--- src/wsbs_pkg.sv ---
// Shared types and constants of the WS2812 bit serializer.
package wsbs_pkg;

   localparam int unsigned TICK_WIDTH  = 12;
   localparam int unsigned LATCH_WIDTH = 17;
   localparam int unsigned BITS_WIDTH  = 4;
   localparam int unsigned CSR_INDEX_WIDTH = 2;
   localparam int unsigned CSR_DATA_WIDTH  = 17;

   localparam logic [TICK_WIDTH-1:0]  PERIOD_RESET = 12'd300;
   localparam logic [TICK_WIDTH-1:0]  ZERO_RESET   = 12'd96;
   localparam logic [TICK_WIDTH-1:0]  ONE_RESET    = 12'd192;
   localparam logic [LATCH_WIDTH-1:0] LATCH_RESET  = 17'd72000;

   localparam logic [BITS_WIDTH-1:0] BITS_PER_BYTE = 4'd8;

   // Queue between front and back
   localparam int unsigned QUEUE_DEPTH     = 4;
   localparam int unsigned QUEUE_PTR_WIDTH = 2;
   localparam int unsigned QUEUE_CNT_WIDTH = 3;

   // Configuration register indexes
   typedef enum logic [CSR_INDEX_WIDTH-1:0] {
      REG_BIT_PERIOD = 2'd0,
      REG_ZERO_HIGH  = 2'd1,
      REG_ONE_HIGH   = 2'd2,
      REG_LATCH      = 2'd3
   } wsbs_reg_type;

   // One tick as it travels from front to back
   typedef struct packed {
      logic       offer;
      logic [7:0] data;
      logic       last;
   } wsbs_item_type;

   // One tick of line output
   typedef struct packed {
      logic frame_done;
      logic busy;
      logic taken;
      logic line;
   } wsbs_result_type;

   // Configuration write beat
   typedef struct packed {
      logic                       valid;
      logic [CSR_INDEX_WIDTH-1:0] index;
      logic [CSR_DATA_WIDTH-1:0]  data;
   } wsbs_csr_type;

   // Handshake between queue and back
   typedef struct packed {
      logic          valid;
      wsbs_item_type item;
   } wsbs_pop_type;

endpackage

--- src/wsbs_front.sv ---
// Input stage: takes request beats and registers them as tick items.
module wsbs_front (
   input  logic                   clock,
   input  logic                   reset,
   input  logic                   req_tvalid,
   output logic                   req_tready,
   input  logic [7:0]             req_tdata,
   input  logic                   req_tlast,
   input  logic                   req_tuser,
   output logic                   push_valid,
   output wsbs_pkg::wsbs_item_type push_item,
   input  logic                   push_ready
);
   import wsbs_pkg::*;

   logic          valid_ff, valid_in;
   wsbs_item_type item_ff, item_in;
   logic          take;

   // Accept a beat whenever the stage is empty or drains this cycle
   assign req_tready = !valid_ff || push_ready;
   assign take       = req_tvalid && req_tready;

   // Classify the beat: offered byte, payload and frame end
   always_comb begin
      item_in.offer = req_tuser;
      item_in.data  = req_tdata;
      item_in.last  = req_tlast;
      if (take) begin
         valid_in = 1'b1;
      end else if (push_ready) begin
         valid_in = 1'b0;
      end else begin
         valid_in = valid_ff;
      end
   end

   always_ff @(posedge clock) begin
      if (reset) begin
         valid_ff <= 1'b0;
      end else begin
         valid_ff <= valid_in;
      end
   end

   always_ff @(posedge clock) begin
      if (take) begin
         item_ff <= item_in;
      end
   end

   assign push_valid = valid_ff;
   assign push_item  = item_ff;

endmodule

--- src/wsbs_queue.sv ---
// Short queue of tick items between the front and the back.
module wsbs_queue (
   input  logic                    clock,
   input  logic                    reset,
   input  logic                    push_valid,
   input  wsbs_pkg::wsbs_item_type push_item,
   output logic                    push_ready,
   output wsbs_pkg::wsbs_pop_type  pop,
   input  logic                    pop_ready
);
   import wsbs_pkg::*;

   wsbs_item_type                entry_ff [QUEUE_DEPTH];
   logic [QUEUE_PTR_WIDTH-1:0]   wr_ptr_ff, wr_ptr_in;
   logic [QUEUE_PTR_WIDTH-1:0]   rd_ptr_ff, rd_ptr_in;
   logic [QUEUE_CNT_WIDTH-1:0]   count_ff, count_in;
   logic                         do_push, do_pop;

   assign push_ready = (count_ff != QUEUE_CNT_WIDTH'(QUEUE_DEPTH));
   assign pop.valid  = (count_ff != '0);
   assign pop.item   = entry_ff[rd_ptr_ff];

   assign do_push = push_valid && push_ready;
   assign do_pop  = pop.valid && pop_ready;

   // Advance pointers and occupancy
   always_comb begin
      wr_ptr_in = do_push ? wr_ptr_ff + 1'b1 : wr_ptr_ff;
      rd_ptr_in = do_pop  ? rd_ptr_ff + 1'b1 : rd_ptr_ff;
      count_in  = count_ff;
      if (do_push && !do_pop) begin
         count_in = count_ff + 1'b1;
      end else if (do_pop && !do_push) begin
         count_in = count_ff - 1'b1;
      end
   end

   always_ff @(posedge clock) begin
      if (reset) begin
         wr_ptr_ff <= '0;
         rd_ptr_ff <= '0;
         count_ff  <= '0;
      end else begin
         wr_ptr_ff <= wr_ptr_in;
         rd_ptr_ff <= rd_ptr_in;
         count_ff  <= count_in;
      end
   end

   // Write the entry storage
   always_ff @(posedge clock) begin
      if (do_push) begin
         entry_ff[wr_ptr_ff] <= push_item;
      end
   end

   // Occupancy never goes past the depth
   assert property (@(posedge clock) disable iff (reset)
      count_ff <= QUEUE_CNT_WIDTH'(QUEUE_DEPTH))
      else $error("queue occupancy above depth");

   // Pointer distance matches occupancy unless full or empty
   assert property (@(posedge clock) disable iff (reset)
      (count_ff != '0 && count_ff != QUEUE_CNT_WIDTH'(QUEUE_DEPTH)) |->
         (QUEUE_PTR_WIDTH'(wr_ptr_ff - rd_ptr_ff) == count_ff[QUEUE_PTR_WIDTH-1:0]))
      else $error("queue pointers out of step with count");

   // Empty and full leave the pointers equal
   assert property (@(posedge clock) disable iff (reset)
      (count_ff == '0 || count_ff == QUEUE_CNT_WIDTH'(QUEUE_DEPTH)) |->
         (wr_ptr_ff == rd_ptr_ff))
      else $error("queue pointers differ when empty or full");

endmodule

--- src/wsbs_back.sv ---
// Bit engine: serializes bytes into line ticks and holds the result register.
module wsbs_back (
   input  logic                   clock,
   input  logic                   reset,
   input  wsbs_pkg::wsbs_csr_type csr,
   input  wsbs_pkg::wsbs_pop_type pop,
   output logic                   pop_ready,
   output logic                   rsp_tvalid,
   input  logic                   rsp_tready,
   output wsbs_pkg::wsbs_result_type rsp_result
);
   import wsbs_pkg::*;

   // Configuration registers
   logic [TICK_WIDTH-1:0]  period_cfg_ff;
   logic [TICK_WIDTH-1:0]  zero_cfg_ff;
   logic [TICK_WIDTH-1:0]  one_cfg_ff;
   logic [LATCH_WIDTH-1:0] latch_cfg_ff;

   // Serializer state
   logic [7:0]             shift_ff, shift_in;
   logic [BITS_WIDTH-1:0]  bits_left_ff, bits_left_in;
   logic [TICK_WIDTH-1:0]  tick_ff, tick_in;
   logic [LATCH_WIDTH-1:0] latch_left_ff, latch_left_in;
   logic                   final_ff, final_in;

   // Output register
   logic            out_valid_ff, out_valid_in;
   wsbs_result_type out_ff, result;

   // Working values of the tick
   logic                  step;
   logic                  latch_phase, load;
   logic [7:0]            cur_shift;
   logic [BITS_WIDTH-1:0] cur_bits;
   logic [TICK_WIDTH-1:0] cur_tick, next_tick, period, high;
   logic                  cur_final;

   // Write configuration
   always_ff @(posedge clock) begin
      if (reset) begin
         period_cfg_ff <= PERIOD_RESET;
         zero_cfg_ff   <= ZERO_RESET;
         one_cfg_ff    <= ONE_RESET;
         latch_cfg_ff  <= LATCH_RESET;
      end else if (csr.valid) begin
         case (wsbs_reg_type'(csr.index))
            REG_BIT_PERIOD: period_cfg_ff <= csr.data[TICK_WIDTH-1:0];
            REG_ZERO_HIGH:  zero_cfg_ff   <= csr.data[TICK_WIDTH-1:0];
            REG_ONE_HIGH:   one_cfg_ff    <= csr.data[TICK_WIDTH-1:0];
            REG_LATCH:      latch_cfg_ff  <= csr.data[LATCH_WIDTH-1:0];
            default: begin
            end
         endcase
      end
   end

   // Run one tick whenever the result register can take it
   assign pop_ready = !out_valid_ff || rsp_tready;
   assign step      = pop.valid && pop_ready;

   always_comb begin
      shift_in      = shift_ff;
      bits_left_in  = bits_left_ff;
      tick_in       = tick_ff;
      latch_left_in = latch_left_ff;
      final_in      = final_ff;
      result        = '0;

      latch_phase = (bits_left_ff == '0) && final_ff;
      load        = !latch_phase && (bits_left_ff == '0) && pop.item.offer;

      cur_shift = load ? pop.item.data : shift_ff;
      cur_bits  = load ? BITS_PER_BYTE : bits_left_ff;
      cur_tick  = load ? '0 : tick_ff;
      cur_final = load ? pop.item.last : final_ff;

      // Treat a zero period as one tick and clip the high time to the period
      period    = (period_cfg_ff == '0) ? TICK_WIDTH'(1) : period_cfg_ff;
      high      = cur_shift[7] ? one_cfg_ff : zero_cfg_ff;
      if (high > period) begin
         high = period;
      end
      next_tick = cur_tick + 1'b1;

      if (latch_phase) begin
         // Hold the latch gap, then pulse frame done
         if (latch_left_ff != '0) begin
            latch_left_in = latch_left_ff - 1'b1;
            result.busy   = 1'b1;
         end else begin
            result.frame_done = 1'b1;
            final_in          = 1'b0;
         end
      end else begin
         result.taken = load;
         shift_in     = cur_shift;
         bits_left_in = cur_bits;
         tick_in      = cur_tick;
         final_in     = cur_final;
         if (cur_bits != '0) begin
            result.busy = 1'b1;
            result.line = (cur_tick < high);
            tick_in     = next_tick;
            // End of bit: drop the sent bit, start the latch after the last one
            if (next_tick >= period || next_tick == '0) begin
               tick_in      = '0;
               shift_in     = {cur_shift[6:0], 1'b0};
               bits_left_in = cur_bits - 1'b1;
               if (bits_left_in == '0 && cur_final) begin
                  latch_left_in = latch_cfg_ff;
               end
            end
         end
      end
   end

   always_ff @(posedge clock) begin
      if (reset) begin
         shift_ff      <= '0;
         bits_left_ff  <= '0;
         tick_ff       <= '0;
         latch_left_ff <= '0;
         final_ff      <= 1'b0;
      end else if (step) begin
         shift_ff      <= shift_in;
         bits_left_ff  <= bits_left_in;
         tick_ff       <= tick_in;
         latch_left_ff <= latch_left_in;
         final_ff      <= final_in;
      end
   end

   // Hold the result until the consumer takes it
   always_comb begin
      if (step) begin
         out_valid_in = 1'b1;
      end else if (rsp_tready) begin
         out_valid_in = 1'b0;
      end else begin
         out_valid_in = out_valid_ff;
      end
   end

   always_ff @(posedge clock) begin
      if (reset) begin
         out_valid_ff <= 1'b0;
      end else begin
         out_valid_ff <= out_valid_in;
      end
   end

   always_ff @(posedge clock) begin
      if (step) begin
         out_ff <= result;
      end
   end

   assign rsp_tvalid = out_valid_ff;
   assign rsp_result = out_ff;

   // A byte never holds more than eight bits
   assert property (@(posedge clock) disable iff (reset)
      bits_left_ff <= BITS_PER_BYTE)
      else $error("bit count above byte size");

   // A running latch count only exists in the latch phase
   assert property (@(posedge clock) disable iff (reset)
      (latch_left_ff != '0) |-> (final_ff && bits_left_ff == '0))
      else $error("latch count outside latch phase");

   // Frame done ends the gap: line low, not busy, no byte taken
   assert property (@(posedge clock) disable iff (reset)
      (step && result.frame_done) |=>
         (!out_ff.line && !out_ff.busy && !out_ff.taken && !final_ff))
      else $error("frame done with active line");

   // A taken byte always starts driving its first bit
   assert property (@(posedge clock) disable iff (reset)
      (step && result.taken) |=> (out_ff.busy && out_valid_ff))
      else $error("taken byte not sent");

endmodule

--- src/ws2812_bit_serializer.sv ---
// Top level of the WS2812 bit serializer: front stage, tick queue and bit engine.
//
// Every request beat is one clock tick of the LED line waveform and yields
// exactly one response beat describing that tick (line level, byte taken,
// busy, frame done). The block sustains one beat per cycle in both
// directions while neither side stalls; a beat passes from the input register
// through the four-entry queue to the result register, and the queue lets
// either side stall without losing ticks. Configuration writes are always
// accepted and should be issued while no beats are in flight.
module ws2812_bit_serializer (
   input  logic                                  clock,
   input  logic                                  reset,
   // Request: tdata = data_byte[7:0]; tuser = byte_valid; tlast = last_byte
   input  logic                                  req_tvalid,
   output logic                                  req_tready,
   input  logic [7:0]                            req_tdata,
   input  logic                                  req_tuser,
   input  logic                                  req_tlast,
   // Response: tdata = line_out, byte_taken, busy_res, frame_done, 4'b0
   output logic                                  rsp_tvalid,
   input  logic                                  rsp_tready,
   output logic [7:0]                            rsp_tdata,
   // Configuration write
   input  logic                                  csr_valid,
   output logic                                  csr_ready,
   input  logic [wsbs_pkg::CSR_INDEX_WIDTH-1:0]  csr_index,
   input  logic [wsbs_pkg::CSR_DATA_WIDTH-1:0]   csr_data
);
   import wsbs_pkg::*;

   logic            push_valid, push_ready, pop_ready;
   wsbs_item_type   push_item;
   wsbs_pop_type    pop;
   wsbs_csr_type    csr;
   wsbs_result_type rsp_result;

   assign csr_ready = 1'b1;
   assign csr.valid = csr_valid;
   assign csr.index = csr_index;
   assign csr.data  = csr_data;

   wsbs_front u_front (
      .clock      (clock),
      .reset      (reset),
      .req_tvalid (req_tvalid),
      .req_tready (req_tready),
      .req_tdata  (req_tdata),
      .req_tlast  (req_tlast),
      .req_tuser  (req_tuser),
      .push_valid (push_valid),
      .push_item  (push_item),
      .push_ready (push_ready)
   );

   wsbs_queue u_queue (
      .clock      (clock),
      .reset      (reset),
      .push_valid (push_valid),
      .push_item  (push_item),
      .push_ready (push_ready),
      .pop        (pop),
      .pop_ready  (pop_ready)
   );

   wsbs_back u_back (
      .clock      (clock),
      .reset      (reset),
      .csr        (csr),
      .pop        (pop),
      .pop_ready  (pop_ready),
      .rsp_tvalid (rsp_tvalid),
      .rsp_tready (rsp_tready),
      .rsp_result (rsp_result)
   );

   // Pack the response fields, first field lowest
   assign rsp_tdata = {4'b0000, rsp_result.frame_done, rsp_result.busy,
                       rsp_result.taken, rsp_result.line};

endmodule

--- config.mk ---
export PLATFORM = sky130hd
export DESIGN_NAME = ws2812_bit_serializer
export DESIGN_NICKNAME = d
export VERILOG_FILES = /design/src/wsbs_pkg.sv /design/src/wsbs_front.sv /design/src/wsbs_queue.sv /design/src/wsbs_back.sv /design/src/ws2812_bit_serializer.sv
export SDC_FILE = /design/constraint.sdc
export NUM_CORES = 1
export LEC_CHECK = 0
export BUFFER_PORTS_ARGS = -buffer_cell sky130_fd_sc_hd__buf_2
export CORE_MARGIN = 5
export CORE_UTILIZATION = 54
export CTS_BUF_LIST = sky130_fd_sc_hd__clkbuf_2 sky130_fd_sc_hd__clkbuf_4 sky130_fd_sc_hd__clkbuf_8
export DETAILED_ROUTE_END_ITERATION = 8
export PLACE_DENSITY = 0.78
export SYNTH_ARGS = -nofsm -noshare
export SYNTH_HDL_FRONTEND = slang
export SYNTH_SLANG_ARGS = --single-unit
--- constraint.sdc ---
create_clock -name clock -period 5.15 [get_ports clock]
set_input_delay 0 -clock clock [delete_from_list [all_inputs] [get_ports clock]]
set_output_delay 0 -clock clock [all_outputs]
set_load 0.005 [all_outputs]
Word-level counts from Yosys, hierarchy flattened
Memory sizes are Yosys's and may differ from the RTL's. A register that Yosys moved wholly into a read port is not among the register bits.
Cells that the tools add are included.
{"block": "word_totals", "register_bits": 118, "latchBits": 0, "ramBits": 40, "rom_bits": 0, "out_inout_bits": 11, "mem_count": 1}
{"block": "classes", "n_addsub": 7, "multipliers": 0, "div": 0, "order_cmp": 3, "eq_ne": 6, "shift": 0, "muxes": 34, "bitwise": 2, "n_reduce_logical": 39}
{"memory": "u_queue.entry_ff", "words": 4, "word_bits": 10, "rd": 1, "rd_clocked_by_memory_dff": 1, "wr": 1, "line": "wsbs_queue.sv:13", "source": "wsbs_item_type entry_ff [QUEUE_DEPTH];"}
{"op": "$mux 17", "count": 5}
{"op": "$mux 12", "count": 6}
{"op": "$logic_not 12->1", "count": 2}
{"op": "$mux 8", "count": 3}
{"op": "$reduce_bool 17->1", "count": 1}
{"op": "$sub 17x1->17 const B", "count": 1}
{"op": "$mux 1", "count": 13}
{"op": "$add 12x1->12 const B", "count": 1}
{"op": "$ge 12x12->1", "count": 1}
{"op": "$gt 12x12->1", "count": 1}
{"op": "$lt 12x12->1", "count": 1}
{"op": "$mux 4", "count": 3}
{"op": "$reduce_and 2->1", "count": 6}
{"op": "$reduce_bool 2->1", "count": 6}
{"op": "$logic_and 1x1->1", "count": 9}
{"op": "$logic_not 4->1", "count": 2}
{"op": "$mux 3", "count": 2}
{"op": "$logic_not 1->1", "count": 5}
{"op": "$reduce_and 5->1", "count": 1}
{"op": "$add 2x1->2 const B", "count": 2}
{"op": "$eq 2x2->1 const B", "count": 2}
{"op": "$mux 2", "count": 2}
{"op": "$ne 2x2->1 const B", "count": 2}
{"op": "$reduce_bool 4->1", "count": 1}
{"op": "other kinds (10)", "count": 13}

Longest topological paths before layout
Gate-level depths: netlist (run 1).
{"block": "logic_depth", "depth_word": 13, "ltp_mapped": 24, "mapped_depth_nobuf": 21}

Hierarchy
Synthesis (run 1) repeated with hierarchy kept, for this count alone.
{"block": "hier_totals", "hier_cells": 860, "area_unflattened_um2": 8294.2}
{"module": "wsbs_back", "instances": 1, "cells_each": 738, "area_each_um2": 5965.7, "seq_area_each_um2": 2042.0}
{"module": "wsbs_queue", "instances": 1, "cells_each": 100, "area_each_um2": 1928.1, "seq_area_each_um2": 1381.3}
{"module": "wsbs_front", "instances": 1, "cells_each": 15, "area_each_um2": 355.3, "seq_area_each_um2": 320.3}
{"module": "ws2812_bit_serializer", "instances": 1, "cells_each": 7, "area_each_um2": 45.0, "seq_area_each_um2": 0.0}

Worst setup path after synthesis (run 1)
Ideal clock, no wire load.
{"block": "synth_timing", "path_type": "reg2reg", "start": "reg (tool-made name)", "end": "reg u_back.out_ff (netlist bit u_back.rsp_result[0]) (data pin)", "setup_time_ns": 0.157, "arrival_time_ns": 4.786, "required_ns": 4.993, "path_slack_ns": 0.207, "path_stages_with_launch": 25, "n_path_buf": 4, "cell_sequence": "dfxtp_1 > buf_6 > mux4_2 > nand3b_2 > buf_4 > nand2_1 > nand2_1 > buf_2 > mux2_2 > ha_1 > a21o_1 > a21o_1 > a21oi_1 > or2_2 > a31oi_1 > clkbuf_1 > mux2i_1 > ha_1 > a21oi_1 > nor2b_1 > o21ai_0 > nand2b_1 > a21oi_1 > nor2_1 > nor3_1"}
{"element": "to (signal assigned)", "line": "wsbs_back.sv:155", "source": "out_ff <= result;"}
{"element": "to (decl)", "line": "wsbs_back.sv:29", "source": "wsbs_result_type out_ff, result;"}

==> results of run 1 <==
[worst max-delay path by stage]
| stage | from | to | slack, ns | cells after the start |
|---|---|---|---|---|
| floorplan | flip-flop | u_back.rsp_result[0]$_SDFFCE_PP0P_ | 0.21 | 24 |
| global placement | u_back.bits_left_ff[0]$_SDFFE_PP0P_ | u_back.rsp_result[0]$_SDFFCE_PP0P_ | 0.48 | 22 |
| detailed placement | u_back.bits_left_ff[0]$_SDFFE_PP0P_ | u_back.rsp_result[0]$_SDFFCE_PP0P_ | 0.36 | 20 |
| CTS | u_back.bits_left_ff[0]$_SDFFE_PP0P_ | u_back.rsp_result[0]$_SDFFCE_PP0P_ | 0.33 | 22 |
| global route | u_back.bits_left_ff[0]$_SDFFE_PP0P_ | u_back.rsp_result[0]$_SDFFCE_PP0P_ | 0.14 | 22 |
| finish | flip-flop | u_back.shift_ff[2]$_SDFFE_PP0P_ | 0.47 | 17 |
[timing repair]
action,CTS,global route
hold buffers,35,0
resized for setup,0,1
endpoints found under the setup margin,0,1
endpoints found under the hold margin,71,0
[per-layer routing]
metal | vias to the layer above | part of all wire, %
met3 | 24 | 4.9
li1 | 3257 | -
met4 | 0 | 1.5
met2 | 175 | 50
met5 | - | 0
met1 | 3190 | 44
[synthesized netlist by cell type, types with 10 or more instances]
master / instances / share of area (%)
nand2_1: 152 / 6.9
dfxtp_1: 106 / 26
a21oi_1: 96 / 5.8
edfxtp_1: 54 / 20
nor2_1: 49 / 2.2
ha_1: 46 / 7.0
clkbuf_1: 33 / 1.5
inv_1: 30 / 1.4
nand3_1: 30 / 1.8
nor3_1: 21 / 1.3
mux2i_1: 20 / 2.4
and2_1: 19 / 1.4
o21ai_0: 16 / 0.97
mux2_2: 12 / 1.6
nor4_1: 12 / 0.91
mux4_2: 10 / 2.7
o211ai_1: 10 / 0.91
[layout make-up]
type / instances / area share [%]
tap: 188 / 2.54
multi-input combinational: 638 / 44.4
timing repair buffer: 87 / 6.94
clock inverter: 15 / 1.92
clock buffer: 17 / 2.52
sequential: 160 / 40.4
inverter: 31 / 1.26
[state kept, by name, indices dropped and copies added (netlist names), 2 cells and up, named ones only]
name and flops:
u_queue.count_ff 3, u_queue.wr_ptr_ff 2, u_front.push_item 10, u_back.shift_ff 8, u_back.tick_ff 12, u_queue.rd_ptr_ff 2
u_back.period_cfg_ff 12, u_back.zero_cfg_ff 12, u_back.latch_left_ff 17, u_back.rsp_result 4, u_back.bits_left_ff 4, u_back.one_cfg_ff 12
u_back.latch_cfg_ff 17, u_queue.entry_ff 40
[worst min-delay path, cell delays in order]
cell and delay, ns:
buf_2 0.13, nor2_1 0.20, nand2_1 0.12, a21oi_1 0.05
[kinds of logic after synthesis]
| family | after synthesis | share of synthesized area, % |
|---|---|---|
| simple gates | 334 | 19.2 |
| fa+ha+maj | 47 | 7.22 |
| buf+inv | 87 | 4.90 |
| compound gates | 197 | 15.0 |
| other cells | 2 | 0.0910 |
| flops | 160 | 45.4 |
| mux | 42 | 6.79 |
| xor+xnor | 13 | 1.38 |
[stage by stage]
stage | setup WS [ns] | instances | instance area (um2)
after global placement | 0.477 | 1069 | 8510
after global routing | 0.141 | 1136 | 9270
after CTS | 0.331 | 1136 | 9270
after detailed placement | 0.357 | 1069 | 8510
after floorplan | 0.207 | 885 | 8270
final | 0.466 | 1136 | 9270
[power by group]
group,total (mW),switching [mW],internal [mW],leakage [nW]
logic,1.19,0.714,0.473,2.02
clock network,0.942,0.566,0.376,0.209
registers,1.52,0.0835,1.44,1.36
total,3.65,1.36,2.29,3.59
==> metrics, run 1 <==
status complete, no violations; final slew viol count 0; gpl congestion slightly above 0.9; Avg Cell Area, Syn approximately 9.4 um2; die width about 130 um; Finish-stage setup viols 0; cell family with most CP delay simple AND/OR/NAND/NOR gates; max_cap viols 0; multi-input logic area 4120 um2; CP Capture Type flip-flop; vias per inst 5.85; Worst Path Required around 5.5 ns; fin util 61.4%; drt initial violations 671; Crit path buffers/inverters 2; sequential area share after synthesis a little under half; Layout Nets 1,016; Worst EP arrival approximately 5.1 ns; Post-CTS Setup Inserts 0; H-tree levels 4; worst hold path class in -> reg; static leakage 3.59 nW; # rows 45; Slowest-stage cell, CP or4_1; port buffer count 39; kind of critical path reg -> reg; WHS 0.0777 ns; clock slew at reported path FFs 0.10 ns; Ports 45; Fmax achieved 0.213 GHz; number of enable flip-flop cells after synthesis 54; YS warnings 0; antenna violations before repair 0; clock skew 0.0155 ns; worst hold start csr_index[0]; final period utilization 91.0%; Chip Height 134 um; Clock Path Buffers 2; GRT Util Overall 21.5%; core area roughly 15,000 um2; Die Area 17,900 um2; commonest non-fill, non-tap cell in the layout nand2_1; setup_tns 0 ns; crit path time final ~4.7 ns; share of cells above drive strength 1 a little over an eighth; DR vias 6,646; number of synthesized register bits 160; Worst Path Max Fanout 12; largest net degree at the start of global routing between 70 and 80; post-synthesis async set-or-reset flop share 0%; CP cell instances mux4_2, nand3b_2, nand2_1, inv_1, ha_1, nand3_1, or4_1, a21oi_1, ha_1, a21o_1, a21oi_1, o21ai_1, buf_4, a31oi_2, nand2b_4, nor3_1, a221o_1; Fin. Hold Viols 0; hold path endpoint u_back.one_cfg_ff[0]$_SDFFE_PP0P_; predominant post-synthesis flop cell dfxtp_1; CTS buffer count 17; clock tree sinks 160; ANT nets after route 0; clock insertion delay at the later pin of the skew report 0.47 ns; Worst slew margin 27.5%; area grow syn2layout 12.3%; met2 usage 36.2%; Mapped Cells 882; first-pass GRT wire length 30.9 mm; peak supply drop 0.370 mV; DRC 0; critical register-to-register path endpoint u_back.shift_ff[2]$_SDFFE_PP0P_; most frequent cells in the layout nand2_1 (151), dfxtp_1 (106), a21oi_1 (96); global route overflow 0; FF-to-FF path depth 17; met3 usage 5.10%; Fillers 1,268; total area of sequential cells 3740 um2; dpl hpwl 12.8 mm; global route hottest layer met2; RSZ-0062 raised after global routing no; unique cell type count in the Yosys netlist 69; CTS tree done; Initial Utilization 54.7%; routed length per instance 16.5 um; hold depth 4; Power Density 394 nW/um2; met1 GRT Util 27.7%; routed wire length 18.7 mm; reg2reg setup slack between 0.4 and 0.5 ns; crit-path max cell delay between 0.5 and 0.6 ns; vias in the first global route between 6,000 and 7,000; Pre-antenna DRT Iters 5; antenna cell count 0; worst-margin pin slew between 1 and 1.5 ns; PnR Total Power approximately 3.7 mW; critical path startpoint category flip-flop; clock root buffer clkbuf_8; Post-Syn Area 8250 um2
No activity file was read; power rests on OpenSTA's default activity.
==> run 2: changes to the inputs <==
- BUFFER_PORTS_ARGS: -buffer_cell sky130_fd_sc_hd__buf_2 -> -buffer_cell sky130_fd_sc_hd__buf_4
- CORE_UTILIZATION: 54 -> 57
- GPL_TIMING_DRIVEN: not set -> 0
- PLACE_DENSITY: 0.78 -> 0.81
==> metrics, run 2 (synthesis results as in run 1) <==
WHS 0.0793 ns (was 0.0777 ns); Worst Setup EP u_back.rsp_result[0]$_SDFFCE_PP0P_ (was u_back.shift_ff[2]$_SDFFE_PP0P_); Metal-1 WL 8.75 mm (was 8.25 mm); static leakage 3.76 nW (was 3.59 nW); share of cells above drive strength 1 15.0% (was 13.3%); max_cap viols 0 (unchanged); metal2 WL 9.87 mm (was 9.31 mm); vias in the first global route 6,707 (was 6,226); Worst slew margin 19.8% (was 27.5%); Final Cell Area 9690 um2 (was 9270 um2); port buffer count 37 (was 39); Chip Height 130 um (was 134 um); total area of sequential cells 3740 um2 (about the same); DRC 0 (unchanged); area grow syn2layout 17.4% (was 12.3%); Worst Path Max Fanout 10 (was 12); dpl hpwl 14.2 mm (was 12.8 mm); H-tree levels 4 (unchanged); PnR Total Power 3.84 mW (was 3.65 mW); max reg flops 40 (unchanged); CTS buffer count 17 (unchanged); core area 14,400 um2 (was 15,100 um2); pre-CTS setup slack -0.765 ns (was 0.357 ns); final period utilization 95.9% (was 91.0%); Worst Path Required 5.46 ns (was 5.52 ns); most frequent cells in the layout nand2_1 (151), dfxtp_1 (105), a21oi_1 (96) (was nand2_1 (151), dfxtp_1 (106), a21oi_1 (96)); Finish-stage setup viols 0 (unchanged); clock tree sinks 160 (unchanged); # rows 44 (was 45); Die Area 17,000 um2 (was 17,900 um2); Clock Path Buffers 2 (unchanged); clock root buffer clkbuf_8 (unchanged); routed length per instance 17.6 um (was 16.5 um); CTS tree done (unchanged); setup_tns 0 ns (unchanged); ANT nets after route 0 (unchanged); Largest Register u_queue.entry_ff (unchanged); Worst EP arrival 5.25 ns (was 5.05 ns); met3 WL post-DR 1.61 mm (was 914 um); kind of critical path reg -> reg (unchanged); Pre-antenna DRT Iters 6 (was 5); multi-input logic area 4180 um2 (was 4120 um2); CP Capture Type flip-flop (unchanged); critical register-to-register path endpoint u_back.rsp_result[0]$_SDFFCE_PP0P_ (was u_back.shift_ff[2]$_SDFFE_PP0P_); commonest non-fill, non-tap cell in the layout nand2_1 (unchanged); antenna cell count 0 (unchanged); DR vias 7,016 (was 6,646); GRT Util Overall 25.2% (was 21.5%); status complete, no violations (unchanged); Initial Utilization 57.4% (was 54.7%); Final WS setup 0.209 ns (was 0.466 ns); antenna violations before repair 0 (unchanged); Fmax achieved 0.202 GHz (was 0.213 GHz); top layer in use met4 (unchanged); global route overflow 0 (unchanged); placed cell area 8770 um2 (was 8510 um2); reg2reg setup slack 0.21 ns (was 0.47 ns); Fillers 1,074 (was 1,268); Fin. Hold Viols 0 (unchanged); vias per inst 5.94 (was 5.85); Layout Nets 1,065 (was 1,016); routed wire length 20.7 mm (was 18.7 mm); crit path time final 4.94 ns (was 4.68 ns); Ports 45 (unchanged); peak supply drop 0.239 mV (was 0.370 mV); die width 130 um (was 134 um); drt initial violations 744 (was 671); worst hold path class in -> reg (unchanged); critical path startpoint category flip-flop (unchanged); FF-to-FF path depth 24 (was 17); gpl congestion 0.909 (was 0.908); worst-margin pin slew 1.20 ns (was 1.08 ns); Power Density 396 nW/um2 (was 394 nW/um2); clock slew at reported path FFs 0.10 ns (about the same); first-pass GRT wire length 33.5 mm (was 30.9 mm); largest net degree at the start of global routing 19 (was 71); clock skew 0.0123 ns (was 0.0155 ns); clock insertion delay at the later pin of the skew report 0.48 ns (was 0.47 ns); final slew viol count 0 (unchanged); Top Registers u_queue.entry_ff x40, u_back.latch_cfg_ff x17, u_back.latch_left_ff x17 (unchanged)
run 2: area by class of cell:
| type | instances | area share, % |
|---|---|---|
| multi-input combinational | 638 | 43.2 |
| sequential | 160 | 38.6 |
| inverter | 31 | 1.20 |
| clock inverter | 15 | 1.61 |
| clock buffer | 17 | 2.41 |
| timing repair buffer | 80 | 7.25 |
| tap | 184 | 2.38 |
| buffer | 56 | 3.36 |
run 2: worst min-delay path by stage:
stage	startpoint	to	slack (ns)	cells past startpoint
after floorplan	req_tlast	u_front.push_item[0]$_DFFE_PP_	0.1	0
after global placement	req_tdata[3]	u_front.push_item[4]$_DFFE_PP_	0.18	1
after detailed placement	req_tuser	u_front.push_item[9]$_DFFE_PP_	0.18	1
after CTS	reset	u_back.shift_ff[7]$_SDFFE_PP0P_	0.05	6
after global routing	reset	u_back.shift_ff[7]$_SDFFE_PP0P_	0.08	6
final	reset	u_back.shift_ff[7]$_SDFFE_PP0P_	0.08	6
run 2: worst max-delay path: stages, from the launching register on:
cell and delay, ns:
dfxtp_2 0.35, buf_12 0.14, mux4_2 0.58, nand3b_4 0.14
buf_6 0.15, nand2_1 0.09, nand2_4 0.12, buf_8 0.16
mux2_2 0.37, ha_1 0.31, a21o_1 0.11, a21o_1 0.10
a21oi_1 0.06, or2_2 0.30, a31oi_4 0.26, buf_8 0.16
mux2i_2 0.21, ha_1 0.28, a21oi_1 0.14, nor2b_1 0.07
o21ai_1 0.14, nand2b_1 0.09, a21oi_1 0.18, nor2_1 0.07
nor3_2 0.16
run 2: metrics by stage:
stage	util [%]	instances
floorplan	-	885
global placement	61.1	1106
detailed placement	61.1	1106
CTS	66.4	1172
global route	67.5	1181
finish	67.5	1181
run 2: routing by layer:
| metal | track usage (%) | vias to the layer above |
|---|---|---|
| met3 | 5.65 | 54 |
| met2 | 40.9 | 304 |
| li1 | - | 3364 |
| met1 | 33.7 | 3294 |
| met4 | 7.80 | 0 |
| met5 | 0 | - |
run 2: where the power goes:
| part | switching [mW] | total (mW) | internal (mW) | leakage [nW] |
|---|---|---|---|---|
| clock network | 0.555 | 0.922 | 0.367 | 0.196 |
| logic | 0.798 | 1.39 | 0.590 | 2.20 |
| registers | 0.0847 | 1.53 | 1.44 | 1.36 |
run 2: what timing repair did:
action	CTS	global route
pin swaps	0	3
buffers inserted	0	8
endpoints found under the setup margin	11	37
endpoints found under the hold margin	65	0
hold buffers	34	0
gates resized for setup	10	18
cloned	0	1
